==> src/sv/motor_feedback_turn_tracker_top_defines.svh <==
// assertion macros for the motor feedback turn tracker
`ifndef MOTOR_FEEDBACK_TURN_TRACKER_TOP_DEFINES_SVH
`define MOTOR_FEEDBACK_TURN_TRACKER_TOP_DEFINES_SVH

`ifndef NO_ASSERTIONS

// same-cycle implication, disabled while in reset
`define MFTT_ASSERT_IMP(label, clk, rst_n, ante, cons, msg) \
    label: assert property (@(posedge clk) disable iff (!rst_n) (ante) |-> (cons)) \
        else $error(msg);

// next-cycle implication, disabled while in reset
`define MFTT_ASSERT_NEXT(label, clk, rst_n, ante, cons, msg) \
    label: assert property (@(posedge clk) disable iff (!rst_n) (ante) |=> (cons)) \
        else $error(msg);

`else

`define MFTT_ASSERT_IMP(label, clk, rst_n, ante, cons, msg)

`define MFTT_ASSERT_NEXT(label, clk, rst_n, ante, cons, msg)

`endif

`endif

==> src/sv/mftt_pkg.sv <==
// shared types and constants of the motor feedback turn tracker
package mftt_pkg;

    // slot count and configuration layout
    localparam int SLOTS_DEF  = 4;
    localparam int CFG_SLOTS  = 4;
    localparam int ID_W       = 11;
    localparam int KIND_W     = 2;
    localparam int IDS_W      = 44;
    localparam int KINDS_W    = 8;
    localparam int BUSES_W    = 4;
    localparam int LIMIT_W    = 16;
    localparam int CFG_DATA_W = 44;
    localparam int CFG_IDX_W  = 2;
    localparam logic [LIMIT_W-1:0] LIMIT_RST = 16'd200;

    // word field widths
    localparam int LEN_W   = 4;
    localparam int DATA_W  = 64;
    localparam int ANGLE_W = 16;
    localparam int SPEED_W = 24;
    localparam int CURR_W  = 16;
    localparam int TEMP_W  = 8;
    localparam int TURN_W  = 15;
    localparam int SHAFT_W = 39;
    localparam int TICK_W  = 32;

    localparam logic [LEN_W-1:0] FULL_LEN = 4'd8;

    // wrap detection
    localparam int THR_GEARED = 4096;
    localparam int THR_DIRECT = 5500;
    localparam int TURN_CLEAR = 10000;
    localparam int TURN_SHIFT = 13;

    // shaft angle: n * 2880 / ratio, ratio 19 split as n * 151 + n * 11 / 19
    localparam int SHAFT_K_R36    = 80;
    localparam int SHAFT_K_R19    = 151;
    localparam int SHAFT_K_DIRECT = 2880;
    localparam int SHAFT_REM_R19  = 11;
    localparam int HALF_R19       = 9;
    localparam int HALF_R36       = 18;

    // reciprocals for exact floor division
    localparam logic [30:0] SHAFT_RECIP_R19 = 31'd1808407283;
    localparam int          SHAFT_SH_R19    = 35;
    localparam logic [24:0] SPD_RECIP_R36   = 25'd29826162;
    localparam int          SPD_SH_R36      = 30;
    localparam logic [24:0] SPD_RECIP_R19   = 25'd28256364;
    localparam int          SPD_SH_R19      = 29;

    typedef enum logic [CFG_IDX_W-1:0] {
        CFG_SLOT_IDS   = 2'd0,
        CFG_SLOT_KINDS = 2'd1,
        CFG_SLOT_BUSES = 2'd2,
        CFG_SILENCE    = 2'd3
    } cfg_reg_t;

    typedef enum logic [KIND_W-1:0] {
        KIND_ABSENT = 2'd0,
        KIND_R36    = 2'd1,
        KIND_R19    = 2'd2,
        KIND_DIRECT = 2'd3
    } motor_kind_t;

    typedef struct packed {
        logic [ANGLE_W-1:0] prev_angle;
        logic [TURN_W-1:0]  turns;
    } turn_entry_t;

endpackage

==> src/sv/motor_feedback_turn_tracker_top.sv <==
// motor feedback turn tracker: slot match, turn memory update and fixed-point scaling
//
// channel | handshake          | payload
// s_      | s_valid / s_ready  | action, bus_num, frame_id, frame_len, frame_data
// m_      | m_valid / m_ready  | matched .. any_offline, one word per input word
// cfg_    | cfg_wr_en          | cfg_index, cfg_wdata
//
// one word a cycle unless m_ready stalls; results pass stages 1-4, then the output reg
// the pace is set by the turn memory read-modify-write in stage 1, which a bypass
// register covers when consecutive frames hit the same slot
// reset clears control, seen bits, heard stamps and the tick counter; the turn
// memory is not cleared, an unseen slot reads as zero turns
// the whole pipe holds while a result waits on m_ready
`include "motor_feedback_turn_tracker_top_defines.svh"

module motor_feedback_turn_tracker_top #(
    parameter int SLOTS = mftt_pkg::SLOTS_DEF
) (
    input  logic                                aclk,
    input  logic                                aresetn,
    // configuration
    input  logic                                cfg_wr_en,
    input  logic [mftt_pkg::CFG_IDX_W-1:0]      cfg_index,
    input  logic [mftt_pkg::CFG_DATA_W-1:0]     cfg_wdata,
    // input words
    input  logic                                s_valid,
    output logic                                s_ready,
    input  logic                                s_action,
    input  logic                                s_bus_num,
    input  logic [mftt_pkg::ID_W-1:0]           s_frame_id,
    input  logic [mftt_pkg::LEN_W-1:0]          s_frame_len,
    input  logic [mftt_pkg::DATA_W-1:0]         s_frame_data,
    // result words
    output logic                                m_valid,
    input  logic                                m_ready,
    output logic                                m_matched,
    output logic [1:0]                          m_slot_index,
    output logic signed [mftt_pkg::ANGLE_W-1:0] m_raw_angle,
    output logic signed [mftt_pkg::SPEED_W-1:0] m_speed_scaled,
    output logic signed [mftt_pkg::CURR_W-1:0]  m_motor_current,
    output logic [mftt_pkg::TEMP_W-1:0]         m_temperature,
    output logic signed [mftt_pkg::TURN_W-1:0]  m_turn_count,
    output logic signed [mftt_pkg::SHAFT_W-1:0] m_shaft_angle,
    output logic                                m_slot_offline,
    output logic                                m_any_offline
);
    import mftt_pkg::*;

    localparam int SLOT_W  = (SLOTS > 1) ? $clog2(SLOTS) : 1;
    localparam int NUM_W   = 28;
    localparam int REM_W   = 30;
    localparam int Q19_W   = 26;
    localparam int XSP_W   = 24;
    localparam int SPROD_W = 54;

    // configuration registers
    logic [IDS_W-1:0]   slot_ids_reg;
    logic [KINDS_W-1:0] slot_kinds_reg;
    logic [BUSES_W-1:0] slot_buses_reg;
    logic [LIMIT_W-1:0] silence_reg;

    logic [ID_W-1:0] slot_id   [SLOTS];
    motor_kind_t     slot_kind [SLOTS];
    logic            slot_bus  [SLOTS];

    // per-slot flip-flop state
    logic [SLOTS-1:0]  seen_reg;
    logic [TICK_W-1:0] last_heard_reg [SLOTS];
    logic [TICK_W-1:0] tick_now_reg;

    // turn memory and its read side
    turn_entry_t turn_mem [SLOTS];
    turn_entry_t rd_data_reg;
    turn_entry_t byp_data_reg;
    logic        byp_reg;

    logic advance;
    logic s_acc;

    // stage 0 match
    logic              sel_found;
    logic              sel_hit;
    logic [SLOT_W-1:0] sel_slot;
    motor_kind_t       sel_kind;

    // stage 1
    logic                     v1_reg, tick1_reg, hit1_reg;
    logic [SLOT_W-1:0]        slot1_reg;
    motor_kind_t              kind1_reg;
    logic signed [ANGLE_W-1:0] ang1_reg, spd1_reg, cur1_reg;
    logic [TEMP_W-1:0]        temp1_reg;

    turn_entry_t              entry1;
    logic signed [ANGLE_W-1:0] prev1;
    logic signed [16:0]       diff1, thr1;
    logic signed [15:0]       cnt_raw1;
    logic signed [TURN_W-1:0] cnt1;
    logic signed [NUM_W-1:0]  num1;
    logic [ANGLE_W-1:0]       spd_mag1;
    logic [XSP_W-1:0]         xsp1;
    logic                     mem_we;
    turn_entry_t              wr_entry;

    // stage 2
    logic                     v2_reg, hit2_reg, spneg2_reg;
    logic [SLOT_W-1:0]        slot2_reg;
    motor_kind_t              kind2_reg;
    logic signed [ANGLE_W-1:0] ang2_reg, spd2_reg, cur2_reg;
    logic [TEMP_W-1:0]        temp2_reg;
    logic signed [TURN_W-1:0] cnt2_reg;
    logic signed [NUM_W-1:0]  num2_reg;
    logic [XSP_W-1:0]         xsp2_reg;

    logic [SLOTS-1:0]         off2;
    logic [11:0]              shaft_k2;
    logic signed [40:0]       base_full2;
    logic [NUM_W-1:0]         num_mag2;
    logic [REM_W-1:0]         rem2;
    logic [24:0]              spd_recip2;
    logic [SPROD_W-1:0]       sprod2;

    // stage 3
    logic                     v3_reg, hit3_reg, spneg3_reg, nneg3_reg;
    logic                     slot_off3_reg, any_off3_reg;
    logic [SLOT_W-1:0]        slot3_reg;
    motor_kind_t              kind3_reg;
    logic signed [ANGLE_W-1:0] ang3_reg, spd3_reg, cur3_reg;
    logic [TEMP_W-1:0]        temp3_reg;
    logic signed [TURN_W-1:0] cnt3_reg;
    logic signed [SHAFT_W-1:0] base3_reg;
    logic [REM_W-1:0]         rem3_reg;
    logic [SPROD_W-1:0]       sprod3_reg;

    logic [60:0]              q19_full3;
    logic [XSP_W-1:0]         spq3;
    logic signed [SPEED_W-1:0] speed3;

    // stage 4
    logic                     v4_reg, hit4_reg, nneg4_reg;
    logic                     slot_off4_reg, any_off4_reg;
    logic [SLOT_W-1:0]        slot4_reg;
    motor_kind_t              kind4_reg;
    logic signed [ANGLE_W-1:0] ang4_reg, cur4_reg;
    logic [TEMP_W-1:0]        temp4_reg;
    logic signed [TURN_W-1:0] cnt4_reg;
    logic signed [SHAFT_W-1:0] base4_reg;
    logic [Q19_W-1:0]         q19_4_reg;
    logic signed [SPEED_W-1:0] speed4_reg;
    logic signed [SHAFT_W-1:0] shaft4;
    logic signed [SHAFT_W-1:0] q19_signed4;

    // output register
    logic                      m_valid_reg;
    logic                      m_matched_reg;
    logic [1:0]                m_slot_index_reg;
    logic signed [ANGLE_W-1:0] m_raw_angle_reg;
    logic signed [SPEED_W-1:0] m_speed_scaled_reg;
    logic signed [CURR_W-1:0]  m_motor_current_reg;
    logic [TEMP_W-1:0]         m_temperature_reg;
    logic signed [TURN_W-1:0]  m_turn_count_reg;
    logic signed [SHAFT_W-1:0] m_shaft_angle_reg;
    logic                      m_slot_offline_reg;
    logic                      m_any_offline_reg;

    // pipe moves as one while the output register can take a word
    assign advance = !m_valid_reg || m_ready;
    assign s_ready = advance && aresetn;
    assign s_acc   = s_valid && s_ready;

    // configuration write port
    always_ff @(posedge aclk) begin
        if (!aresetn) begin
            slot_ids_reg   <= '0;
            slot_kinds_reg <= '0;
            slot_buses_reg <= '0;
            silence_reg    <= LIMIT_RST;
        end else if (cfg_wr_en) begin
            case (cfg_reg_t'(cfg_index))
                CFG_SLOT_IDS:   slot_ids_reg   <= cfg_wdata[IDS_W-1:0];
                CFG_SLOT_KINDS: slot_kinds_reg <= cfg_wdata[KINDS_W-1:0];
                CFG_SLOT_BUSES: slot_buses_reg <= cfg_wdata[BUSES_W-1:0];
                CFG_SILENCE:    silence_reg    <= cfg_wdata[LIMIT_W-1:0];
                default: begin
                end
            endcase
        end
    end

    // unpack slot settings, slots past the register layout stay absent
    for (genvar gi = 0; gi < SLOTS; gi++) begin : g_slot_cfg
        if (gi < CFG_SLOTS) begin : g_cfg
            assign slot_id[gi]   = slot_ids_reg[gi*ID_W +: ID_W];
            assign slot_kind[gi] = motor_kind_t'(slot_kinds_reg[gi*KIND_W +: KIND_W]);
            assign slot_bus[gi]  = slot_buses_reg[gi];
        end else begin : g_none
            assign slot_id[gi]   = '0;
            assign slot_kind[gi] = KIND_ABSENT;
            assign slot_bus[gi]  = 1'b0;
        end
    end

    // lowest matching present slot; short frames for ratio-36 kind are dropped
    always_comb begin
        sel_found = 1'b0;
        sel_slot  = '0;
        sel_kind  = KIND_ABSENT;
        for (int i = SLOTS - 1; i >= 0; i--) begin
            if (slot_kind[i] != KIND_ABSENT && slot_bus[i] == s_bus_num &&
                slot_id[i] == s_frame_id) begin
                sel_found = 1'b1;
                sel_slot  = SLOT_W'(i);
                sel_kind  = slot_kind[i];
            end
        end
        sel_hit = !s_action && sel_found &&
                  !(sel_kind == KIND_R36 && s_frame_len != FULL_LEN);
    end

    // turn memory: read on accept, write back from stage 1, bypass on same-slot overlap
    always_ff @(posedge aclk) begin
        if (mem_we) begin
            turn_mem[slot1_reg] <= wr_entry;
        end
        if (s_acc) begin
            rd_data_reg  <= turn_mem[sel_slot];
            byp_reg      <= mem_we && (slot1_reg == sel_slot);
            byp_data_reg <= wr_entry;
        end
    end

    // stage 1 payload
    always_ff @(posedge aclk) begin
        if (advance) begin
            tick1_reg <= s_action;
            hit1_reg  <= sel_hit;
            slot1_reg <= sel_slot;
            kind1_reg <= sel_kind;
            ang1_reg  <= $signed(s_frame_data[63:48]);
            spd1_reg  <= $signed(s_frame_data[47:32]);
            cur1_reg  <= $signed(s_frame_data[31:16]);
            temp1_reg <= (sel_kind == KIND_R19) ? s_frame_data[15:8] : '0;
        end
    end

    // stage 1: wrap detection, count clearing, numerators
    always_comb begin
        entry1 = byp_reg ? byp_data_reg : rd_data_reg;
        if (seen_reg[slot1_reg]) begin
            prev1    = $signed(entry1.prev_angle);
            cnt_raw1 = 16'($signed(entry1.turns));
        end else begin
            prev1    = ang1_reg;
            cnt_raw1 = '0;
        end
        diff1 = 17'(ang1_reg) - 17'(prev1);
        thr1  = (kind1_reg == KIND_DIRECT) ? 17'(THR_DIRECT) : 17'(THR_GEARED);
        if (diff1 < -thr1) begin
            cnt_raw1 = cnt_raw1 + 16'sd1;
        end else if (diff1 > thr1) begin
            cnt_raw1 = cnt_raw1 - 16'sd1;
        end
        if (cnt_raw1 > 16'(TURN_CLEAR) || cnt_raw1 < -16'(TURN_CLEAR)) begin
            cnt1 = '0;
        end else begin
            cnt1 = cnt_raw1[TURN_W-1:0];
        end
        num1 = (NUM_W'(cnt1) <<< TURN_SHIFT) + NUM_W'(ang1_reg);
        spd_mag1 = spd1_reg[ANGLE_W-1] ? 16'(-spd1_reg) : 16'(spd1_reg);
        case (kind1_reg)
            KIND_R36: xsp1 = {spd_mag1, 8'd0} + XSP_W'(HALF_R36);
            KIND_R19: xsp1 = {spd_mag1, 8'd0} + XSP_W'(HALF_R19);
            default:  xsp1 = {spd_mag1, 8'd0};
        endcase
        wr_entry.prev_angle = ang1_reg;
        wr_entry.turns      = cnt1;
        mem_we = advance && v1_reg && hit1_reg;
    end

    // slot bookkeeping and tick counter
    always_ff @(posedge aclk) begin
        if (!aresetn) begin
            seen_reg     <= '0;
            tick_now_reg <= '0;
            for (int i = 0; i < SLOTS; i++) begin
                last_heard_reg[i] <= '0;
            end
        end else begin
            if (mem_we) begin
                seen_reg[slot1_reg]       <= 1'b1;
                last_heard_reg[slot1_reg] <= tick_now_reg;
            end
            if (advance && v1_reg && tick1_reg) begin
                tick_now_reg <= tick_now_reg + 1'b1;
            end
        end
    end

    // stage 2 payload
    always_ff @(posedge aclk) begin
        if (advance) begin
            hit2_reg   <= hit1_reg;
            slot2_reg  <= slot1_reg;
            kind2_reg  <= kind1_reg;
            ang2_reg   <= ang1_reg;
            spd2_reg   <= spd1_reg;
            cur2_reg   <= cur1_reg;
            temp2_reg  <= temp1_reg;
            cnt2_reg   <= cnt1;
            num2_reg   <= num1;
            xsp2_reg   <= xsp1;
            spneg2_reg <= spd1_reg[ANGLE_W-1];
        end
    end

    // stage 2: offline flags from settled state, constant multiplies
    always_comb begin
        for (int i = 0; i < SLOTS; i++) begin
            off2[i] = (slot_kind[i] != KIND_ABSENT) &&
                      ((tick_now_reg - last_heard_reg[i]) >= TICK_W'(silence_reg));
        end
        case (kind2_reg)
            KIND_R36: begin
                shaft_k2   = 12'(SHAFT_K_R36);
                spd_recip2 = SPD_RECIP_R36;
            end
            KIND_R19: begin
                shaft_k2   = 12'(SHAFT_K_R19);
                spd_recip2 = SPD_RECIP_R19;
            end
            default: begin
                shaft_k2   = 12'(SHAFT_K_DIRECT);
                spd_recip2 = SPD_RECIP_R19;
            end
        endcase
        base_full2 = 41'(num2_reg) * $signed({1'b0, shaft_k2});
        num_mag2   = num2_reg[NUM_W-1] ? NUM_W'(-num2_reg) : NUM_W'(num2_reg);
        rem2       = REM_W'(num_mag2) * REM_W'(SHAFT_REM_R19) + REM_W'(HALF_R19);
        sprod2     = SPROD_W'(xsp2_reg) * SPROD_W'(spd_recip2);
    end

    // stage 3 payload
    always_ff @(posedge aclk) begin
        if (advance) begin
            hit3_reg      <= hit2_reg;
            slot3_reg     <= slot2_reg;
            kind3_reg     <= kind2_reg;
            ang3_reg      <= ang2_reg;
            spd3_reg      <= spd2_reg;
            cur3_reg      <= cur2_reg;
            temp3_reg     <= temp2_reg;
            cnt3_reg      <= cnt2_reg;
            spneg3_reg    <= spneg2_reg;
            nneg3_reg     <= num2_reg[NUM_W-1];
            base3_reg     <= base_full2[SHAFT_W-1:0];
            rem3_reg      <= rem2;
            sprod3_reg    <= sprod2;
            slot_off3_reg <= hit2_reg && off2[slot2_reg];
            any_off3_reg  <= |off2;
        end
    end

    // stage 3: reciprocal quotient for ratio 19, speed quotient and sign
    always_comb begin
        q19_full3 = 61'(rem3_reg) * 61'(SHAFT_RECIP_R19);
        if (kind3_reg == KIND_R36) begin
            spq3 = sprod3_reg[SPD_SH_R36 +: XSP_W];
        end else begin
            spq3 = sprod3_reg[SPD_SH_R19 +: XSP_W];
        end
        if (kind3_reg == KIND_DIRECT) begin
            speed3 = {spd3_reg, 8'd0};
        end else if (spneg3_reg) begin
            speed3 = -$signed(spq3);
        end else begin
            speed3 = $signed(spq3);
        end
    end

    // stage 4 payload
    always_ff @(posedge aclk) begin
        if (advance) begin
            hit4_reg      <= hit3_reg;
            slot4_reg     <= slot3_reg;
            kind4_reg     <= kind3_reg;
            ang4_reg      <= ang3_reg;
            cur4_reg      <= cur3_reg;
            temp4_reg     <= temp3_reg;
            cnt4_reg      <= cnt3_reg;
            nneg4_reg     <= nneg3_reg;
            base4_reg     <= base3_reg;
            q19_4_reg     <= q19_full3[SHAFT_SH_R19 +: Q19_W];
            speed4_reg    <= speed3;
            slot_off4_reg <= slot_off3_reg;
            any_off4_reg  <= any_off3_reg;
        end
    end

    // stage 4: fold the ratio-19 remainder into the shaft angle
    always_comb begin
        q19_signed4 = nneg4_reg ? -SHAFT_W'(q19_4_reg) : SHAFT_W'(q19_4_reg);
        if (kind4_reg == KIND_R19) begin
            shaft4 = base4_reg + q19_signed4;
        end else begin
            shaft4 = base4_reg;
        end
    end

    // stage valids and output valid
    always_ff @(posedge aclk) begin
        if (!aresetn) begin
            v1_reg      <= 1'b0;
            v2_reg      <= 1'b0;
            v3_reg      <= 1'b0;
            v4_reg      <= 1'b0;
            m_valid_reg <= 1'b0;
        end else if (advance) begin
            v1_reg      <= s_acc;
            v2_reg      <= v1_reg;
            v3_reg      <= v2_reg;
            v4_reg      <= v3_reg;
            m_valid_reg <= v4_reg;
        end
    end

    // output word; unmatched words carry only the offline summary
    always_ff @(posedge aclk) begin
        if (advance) begin
            m_matched_reg      <= hit4_reg;
            m_any_offline_reg  <= any_off4_reg;
            if (hit4_reg) begin
                m_slot_index_reg    <= 2'(slot4_reg);
                m_raw_angle_reg     <= ang4_reg;
                m_speed_scaled_reg  <= speed4_reg;
                m_motor_current_reg <= cur4_reg;
                m_temperature_reg   <= temp4_reg;
                m_turn_count_reg    <= cnt4_reg;
                m_shaft_angle_reg   <= shaft4;
                m_slot_offline_reg  <= slot_off4_reg;
            end else begin
                m_slot_index_reg    <= '0;
                m_raw_angle_reg     <= '0;
                m_speed_scaled_reg  <= '0;
                m_motor_current_reg <= '0;
                m_temperature_reg   <= '0;
                m_turn_count_reg    <= '0;
                m_shaft_angle_reg   <= '0;
                m_slot_offline_reg  <= 1'b0;
            end
        end
    end

    assign m_valid         = m_valid_reg;
    assign m_matched       = m_matched_reg;
    assign m_slot_index    = m_slot_index_reg;
    assign m_raw_angle     = m_raw_angle_reg;
    assign m_speed_scaled  = m_speed_scaled_reg;
    assign m_motor_current = m_motor_current_reg;
    assign m_temperature   = m_temperature_reg;
    assign m_turn_count    = m_turn_count_reg;
    assign m_shaft_angle   = m_shaft_angle_reg;
    assign m_slot_offline  = m_slot_offline_reg;
    assign m_any_offline   = m_any_offline_reg;

    // checks
    `MFTT_ASSERT_IMP(a_turn_range, aclk, aresetn, m_valid_reg && m_matched_reg, (m_turn_count_reg <= 15'sd10000) && (m_turn_count_reg >= -15'sd10000), "turn count outside clearing range")
    `MFTT_ASSERT_IMP(a_unmatched_quiet, aclk, aresetn, m_valid_reg && !m_matched_reg, (m_shaft_angle_reg == '0) && (m_turn_count_reg == '0) && !m_slot_offline_reg, "unmatched word carries slot data")
    `MFTT_ASSERT_IMP(a_slot_off_any, aclk, aresetn, m_valid_reg && m_slot_offline_reg, m_any_offline_reg, "slot offline without summary flag")
    `MFTT_ASSERT_NEXT(a_tick_step, aclk, aresetn, advance && v1_reg && tick1_reg, tick_now_reg == $past(tick_now_reg) + 1'b1, "tick counter did not step")
    `MFTT_ASSERT_NEXT(a_frame_stamp, aclk, aresetn, mem_we, seen_reg[$past(slot1_reg)] && (last_heard_reg[$past(slot1_reg)] == $past(tick_now_reg)), "slot not stamped on frame")

endmodule

==> config.mk <==
export PLATFORM = sky130hd
export DESIGN_NAME = motor_feedback_turn_tracker_top
export DESIGN_NICKNAME = d
export VERILOG_FILES = /design/src/sv/mftt_pkg.sv /design/src/sv/motor_feedback_turn_tracker_top.sv
export VERILOG_INCLUDE_DIRS = /design/src /design/src/sv
export SDC_FILE = /design/constraint.sdc
export NUM_CORES = 2
export LEC_CHECK = 0
export ABC_AREA = 1
export BUFFER_PORTS_ARGS = -buffer_cell sky130_fd_sc_hd__buf_2
export CAP_MARGIN = 20
export CELL_PAD_IN_SITES_DETAIL_PLACEMENT = 1
export CELL_PAD_IN_SITES_GLOBAL_PLACEMENT = 1
export CORE_MARGIN = 10
export CORE_UTILIZATION = 35
export DETAILED_ROUTE_END_ITERATION = 8
export PLACE_DENSITY = 0.58
export SYNTH_ARGS = -nofsm -noshare
export SYNTH_HDL_FRONTEND = slang
export SYNTH_SLANG_ARGS = --single-unit
==> constraint.sdc <==
create_clock -name aclk -period 13.9 [get_ports aclk]
set_clock_uncertainty 0.2 [all_clocks]
set_input_delay 0 -clock aclk [delete_from_list [all_inputs] [get_ports aclk]]
set_output_delay 0 -clock aclk [all_outputs]
set_load 0.1 [all_outputs]
* Word level (Yosys, flattened, before mapping) *
Memories as Yosys holds them, arrays and structs flattened. A register that Yosys moved wholly into a read port is not among the register bits.
Index checks and enable logic that the tools add are counted.

storage, ports and cells
  memories = 2
  output and inout bits = 125
  register bits = 809
  input port bits = 132
  word-level logic and storage cells = 213
  RAM bits = 252

cells by class
  add/subtract/negate cells = 18
  bitwise operators = 1
  multipliers = 4
  multiplexer cells = 43
  magnitude comparators = 11
  reduce and logical (&&, ||, !) cells = 39
  eq/ne operators = 23

memory list
  name            depth  bits a word  read ports  clocked after memory_dff  wr ports  line                                   source
  last_heard_reg  4      32           4           0                         4         motor_feedback_turn_tracker_top.sv:68  logic [TICK_W-1:0] last_heard_reg [SLOTS];
  turn_mem        4      31           1           1                         1         motor_feedback_turn_tracker_top.sv:72  turn_entry_t turn_mem [SLOTS];

operators by type and width
  kind                                                 number
  >= comparator 32 x 16 -> 1 bit                       4
  subtractor 32 bit                                    4
  two-way mux 16 bit                                   5
  two-way mux 39 bit                                   2
  multiplier 30 x 31 -> 61 bit, second input constant  1
  multiplier 24 x 25 -> 49 bit                         1
  two-way mux 24 bit                                   2
  case mux 24 bit (2 select lines)                     1
  equality test 11 bit                                 4
  adder 39 bit                                         1
  multiplier 28 x 13 -> 39 bit                         1
  negator 26 -> 39 bit                                 1
  adder 32 x 1 -> 32 bit, second input constant        1
  two-way mux 32 bit                                   1
  OR reduction 32 bit                                  1
  two-way mux 31 bit                                   1
  adder 30 x 4 -> 30 bit, second input constant        1
  multiplier 28 x 4 -> 30 bit, second input constant   1
  adder 28 x 16 -> 28 bit                              1
  two-way mux 28 bit                                   1
  negator 28 bit                                       1
  adder 24 x 4 -> 24 bit, second input constant        1
  adder 24 x 5 -> 24 bit, second input constant        1
  negator 24 bit                                       1
  33 further kinds                                     100

* Logic depth before layout (Yosys ltp) *
  depth after elaboration = 11
  depth in mapped cells = 60

* Worst setup path before layout *
No wires, ideal clock.

  kind = flip-flop to flip-flop
  start = register m_valid_reg (netlist: m_valid)
  end = register ang1_reg[0], enable pin
  period minus slack after synthesis = 13.874 ns
  data required time = 12.739 ns
  stages on the path, launching flop included = 4
  arrival time = 12.714 ns
  slack = 0.026 ns
  library setup time = 0.961 ns
  path through = dfxtp_1 > inv_1 > nor2_1 > inv_1

between the ends
  word-level cells in the longest chain between the ends = 2

ends and longest elaborated chain
  element                   line                                    source
  start: declaration        motor_feedback_turn_tracker_top.sv:153  logic m_valid_reg;
  start signal: assignment  motor_feedback_turn_tracker_top.sv:421  m_valid_reg <= v4_reg;
  logical NOT 1 bit         motor_feedback_turn_tracker_top.sv:166  assign advance = !m_valid_reg || m_ready;
  logical OR 1 bit          motor_feedback_turn_tracker_top.sv:166
  end signal: assignment    motor_feedback_turn_tracker_top.sv:238  ang1_reg <= $signed(s_frame_data[63:48]);
  end: declaration          motor_feedback_turn_tracker_top.sv:90   logic signed [ANGLE_W-1:0] ang1_reg, spd1_reg, cur1_reg;

No other way between the ends.
A chain may end at the register's enable or synchronous reset.

* Final worst setup path *
  start = register slot1_reg[1]
  end = register num2_reg[27], data pin

between the ends
  word-level cells in the longest chain between the ends = 11
  elaborated cells between the ends (all ways) = 16
  classes of those cells = 4 x add/sub; 4 x order compare; 7 x mux; 1 x reduce/logical

ends and longest elaborated chain
  element                                                                                 line                                    source
  start: declaration                                                                      motor_feedback_turn_tracker_top.sv:88   logic [SLOT_W-1:0] slot1_reg;
  start signal: assignment                                                                motor_feedback_turn_tracker_top.sv:236  slot1_reg <= sel_slot;
  binary-select mux 1 bit (select 2 bit) (*)                                              motor_feedback_turn_tracker_top.sv:248  if (seen_reg[slot1_reg]) begin
  two-way mux 1 bit (not written as such) (*)                                             motor_feedback_turn_tracker_top.sv:248
  two-way mux 16 bit                                                                      motor_feedback_turn_tracker_top.sv:248
  subtractor 16 x 16 -> 17 bit                                                            motor_feedback_turn_tracker_top.sv:255  diff1 = 17'(ang1_reg) - 17'(prev1);
  > comparator 17 x 14 -> 1 bit                                                           motor_feedback_turn_tracker_top.sv:259  end else if (diff1 > thr1) begin
  two-way mux 16 bit                                                                      motor_feedback_turn_tracker_top.sv:259
  two-way mux 16 bit (*)                                                                  motor_feedback_turn_tracker_top.sv:257  if (diff1 < -thr1) begin
  > comparator 16 x 15 -> 1 bit or less-than comparator 16 x 15 -> 1 bit (tied branches)  motor_feedback_turn_tracker_top.sv:262  if (cnt_raw1 > 16'(TURN_CLEAR) || cnt_raw1 < -16'(TURN_CLEAR)) begin
  logical OR 1 bit                                                                        motor_feedback_turn_tracker_top.sv:262
  two-way mux 15 bit (*)                                                                  motor_feedback_turn_tracker_top.sv:262
  named net cnt1[14]                                                                      motor_feedback_turn_tracker_top.sv:97   logic signed [TURN_W-1:0] cnt1;
  adder 28 x 16 -> 28 bit (*)                                                             motor_feedback_turn_tracker_top.sv:267  num1 = (NUM_W'(cnt1) <<< TURN_SHIFT) + NUM_W'(ang1_reg);
  named net num1[27]                                                                      motor_feedback_turn_tracker_top.sv:98   logic signed [NUM_W-1:0] num1;
  end signal: assignment                                                                  motor_feedback_turn_tracker_top.sv:309  num2_reg <= num1;
  end: declaration                                                                        motor_feedback_turn_tracker_top.sv:111  logic signed [NUM_W-1:0] num2_reg;

The timed path passes the listed nets; every way through them passes the cells marked *. The select of a mux whose other input is x is not followed.

==> impl_metrics.toml <==
[critical_path]
critical_path_class = "flop to flop"
start_kind = "flop"
cpMostUsedCell = "nand2_1"
cp.arrival_ns = 9.80
worst_setup_path_end_kind = "flop"
worstPathMaxFanout = 39
required_ns = 14.27
crit_path_max_incr_delay_ns = 0.50
crit_path_top_delay_cell = "nor2_1"

[clock_network]
cts_hold_buffers = 279
clk_pin_slew_ns = 0.06
cts_buffer_depth = 3
cts_buffers = 130
cts.sinks = 1041
cts_resized = 0
clock_latency_ns = 0.82
cts-root-buf = "clkbuf_16"
postCtsSetupBuffers = 0
cts_tree = "done"
h-tree-depth = 4

[cells_and_area]
fin_nets = 12160
final_cell_mix = "inv_1 (2034), nand2_1 (1271), ha_1 (1097)"
largest_register_ffs = 128
final_util_pct = 40.09
drive_above_1_share_pct = 5.815
fin_area_sq_um = 103000
syn2layout_area_growth_pct = 13.99
final_common_cell = "inv_1"

[route]
post-route-drc-count = 0
final_antenna_net_count = 0
wl_per_cell_um = 20.80
vias_per_cell = 4.896
drt_first_pass_iters = 5
drt_iter0_markers = 3247
drt-total-wl_um = 283400
vias = 66690

[grt]
antenna_found_initial = 9
grt_max_degree = 96
gr-total-overflow = 0
track_usage_pct = 20.16
grt_pass1_vias = 73610
grt_pass1_wl_um = 437900

[sta]
max_freq_mhz = 106.0
maxSlewHeadroom_pct = 34.87
finalHoldViolations = 0
rsz0062_at_grt = "false"
fin_crit_ns = 9.431
setup_viol = 0
slew_violations = 0
fin_tns_setup_ns = 0
finalCritPeriodShare_pct = 67.85
worst_pin_slew_ns = 0.9667

[place]
finalWeightedCongestion = 0.9023
io_buffers = 248
dp_hpwl_um = 231100
dpl_cell_area_sq_um = 95770

[logic_synthesis]
syn-cell-area_sq_um = 90350
synth-xor-area-share_pct = 3.606
synth_edf_count = 928
synth_compound_area_share_pct = 8.348
synthAdderAreaFrac_pct = 32.95
ys.flop_type = "edfxtp_1"
ys_seq_elements = 1041
synth_cells = 9537
synth_top_family_by_area = "adder cells"
synth_mux_area_share_pct = 0.1108
synthArstFlopShare_pct = 0
synth.distinct_cells = 76
synth-seq-area-share_pct = 33.35
synthSimpleGateAreaFrac_pct = 12.49
yosysWarnings = 0
syn_area_per_cell_sq_um = 9.474

[outcome]
status = "finished, final reports clean"

[floorplan]
coreArea_sq_um = 256900
io_pins = 257
die_h_um = 528.1
row_count = 186
die_area_sq_um = 278900
start_util_pct = 35.17
die_w_um = 528.1

[min_path]
hp-class = "primary input to flop"

[flow_run]
cap_violations = 0
## worst paths after layout
check,depth (start not counted),startpoint,endpoint,slack (ns)
max,53,slot1_reg[1]$_DFFE_PN_,num2_reg[27]$_DFFE_PN_,4.47
min,4,cfg_index[1],slot_buses_reg[2]$_SDFFE_PN0P_,0.13
max reg2reg,53,slot1_reg[1]$_DFFE_PN_,num2_reg[27]$_DFFE_PN_,4.47
min reg2reg,0,base3_reg[31]$_DFFE_PN_,base4_reg[31]$_DFFE_PN_,0.15
## metal layers
metal	track usage [%]	share of wire (%)	routed length, um
met4	5.940	3.1	8820
met5	0	0.0046	13
met1	26.58	45	128800
met3	2.692	3.5	9965
met2	34.51	48	135800
## synth_stat cells, types with 69 or more instances
master | count | area share (%)
a21oi_1 | 573 | 3.2
clkbuf_1 | 110 | 0.46
dfxtp_1 | 113 | 2.5
edfxtp_1 | 928 | 31
fa_1 | 801 | 18
ha_1 | 1098 | 15
inv_1 | 2035 | 8.5
nand2_1 | 1273 | 5.3
nand3_1 | 225 | 1.2
nand4_1 | 69 | 0.48
nor2_1 | 883 | 3.7
nor3_1 | 98 | 0.54
o21ai_0 | 422 | 2.3
xnor2_1 | 109 | 1.1
xor2_1 | 263 | 2.5
## kinds of logic after synthesis
| group | count (synthesis) |
|---|---|
| mux | 10 |
| flops | 1041 |
| fa+ha+maj | 1899 |
| compound gates | 1326 |
| buf+inv | 2185 |
| other cells | 2 |
| xor+xnor | 372 |
| simple gates | 2702 |
## critical path: cells and delay by family (launching register included)
family | cells | cell delay (ns)
fa+ha+maj | 5 | 1.65
xor+xnor | 2 | 0.43
compound gates | 8 | 1.13
simple gates | 32 | 4.45
flops | 1 | 0.49
buf+inv | 6 | 0.81
## cell type report
| class | instances | area [sq um] |
|---|---|---|
| antenna | 4 | 10.01 |
| inverter | 2048 | 7697 |
| clock inverter | 76 | 947.2 |
| tap | 3384 | 4234 |
| clock buffer | 162 | 3445 |
| timing repair buffer | 573 | 4412 |
| multi-input combinational | 6333 | 52120 |
| fill | 29390 | 153900 |
| sequential | 1041 | 30130 |
## through the flow
step	cells	hold WS, ns	worst slack, ns
detailed placement	13100	-0.02112	4.413
floorplan	9559	-0.1011	0.02553
global route	13620	0.1223	3.410
global placement	13100	-0.02326	4.441
finish	13620	0.1270	4.469
CTS	13620	0.01347	4.374
Power is not shown: default switching activity piles up to over one toggle a cycle in this logic, so the estimate is an artifact.
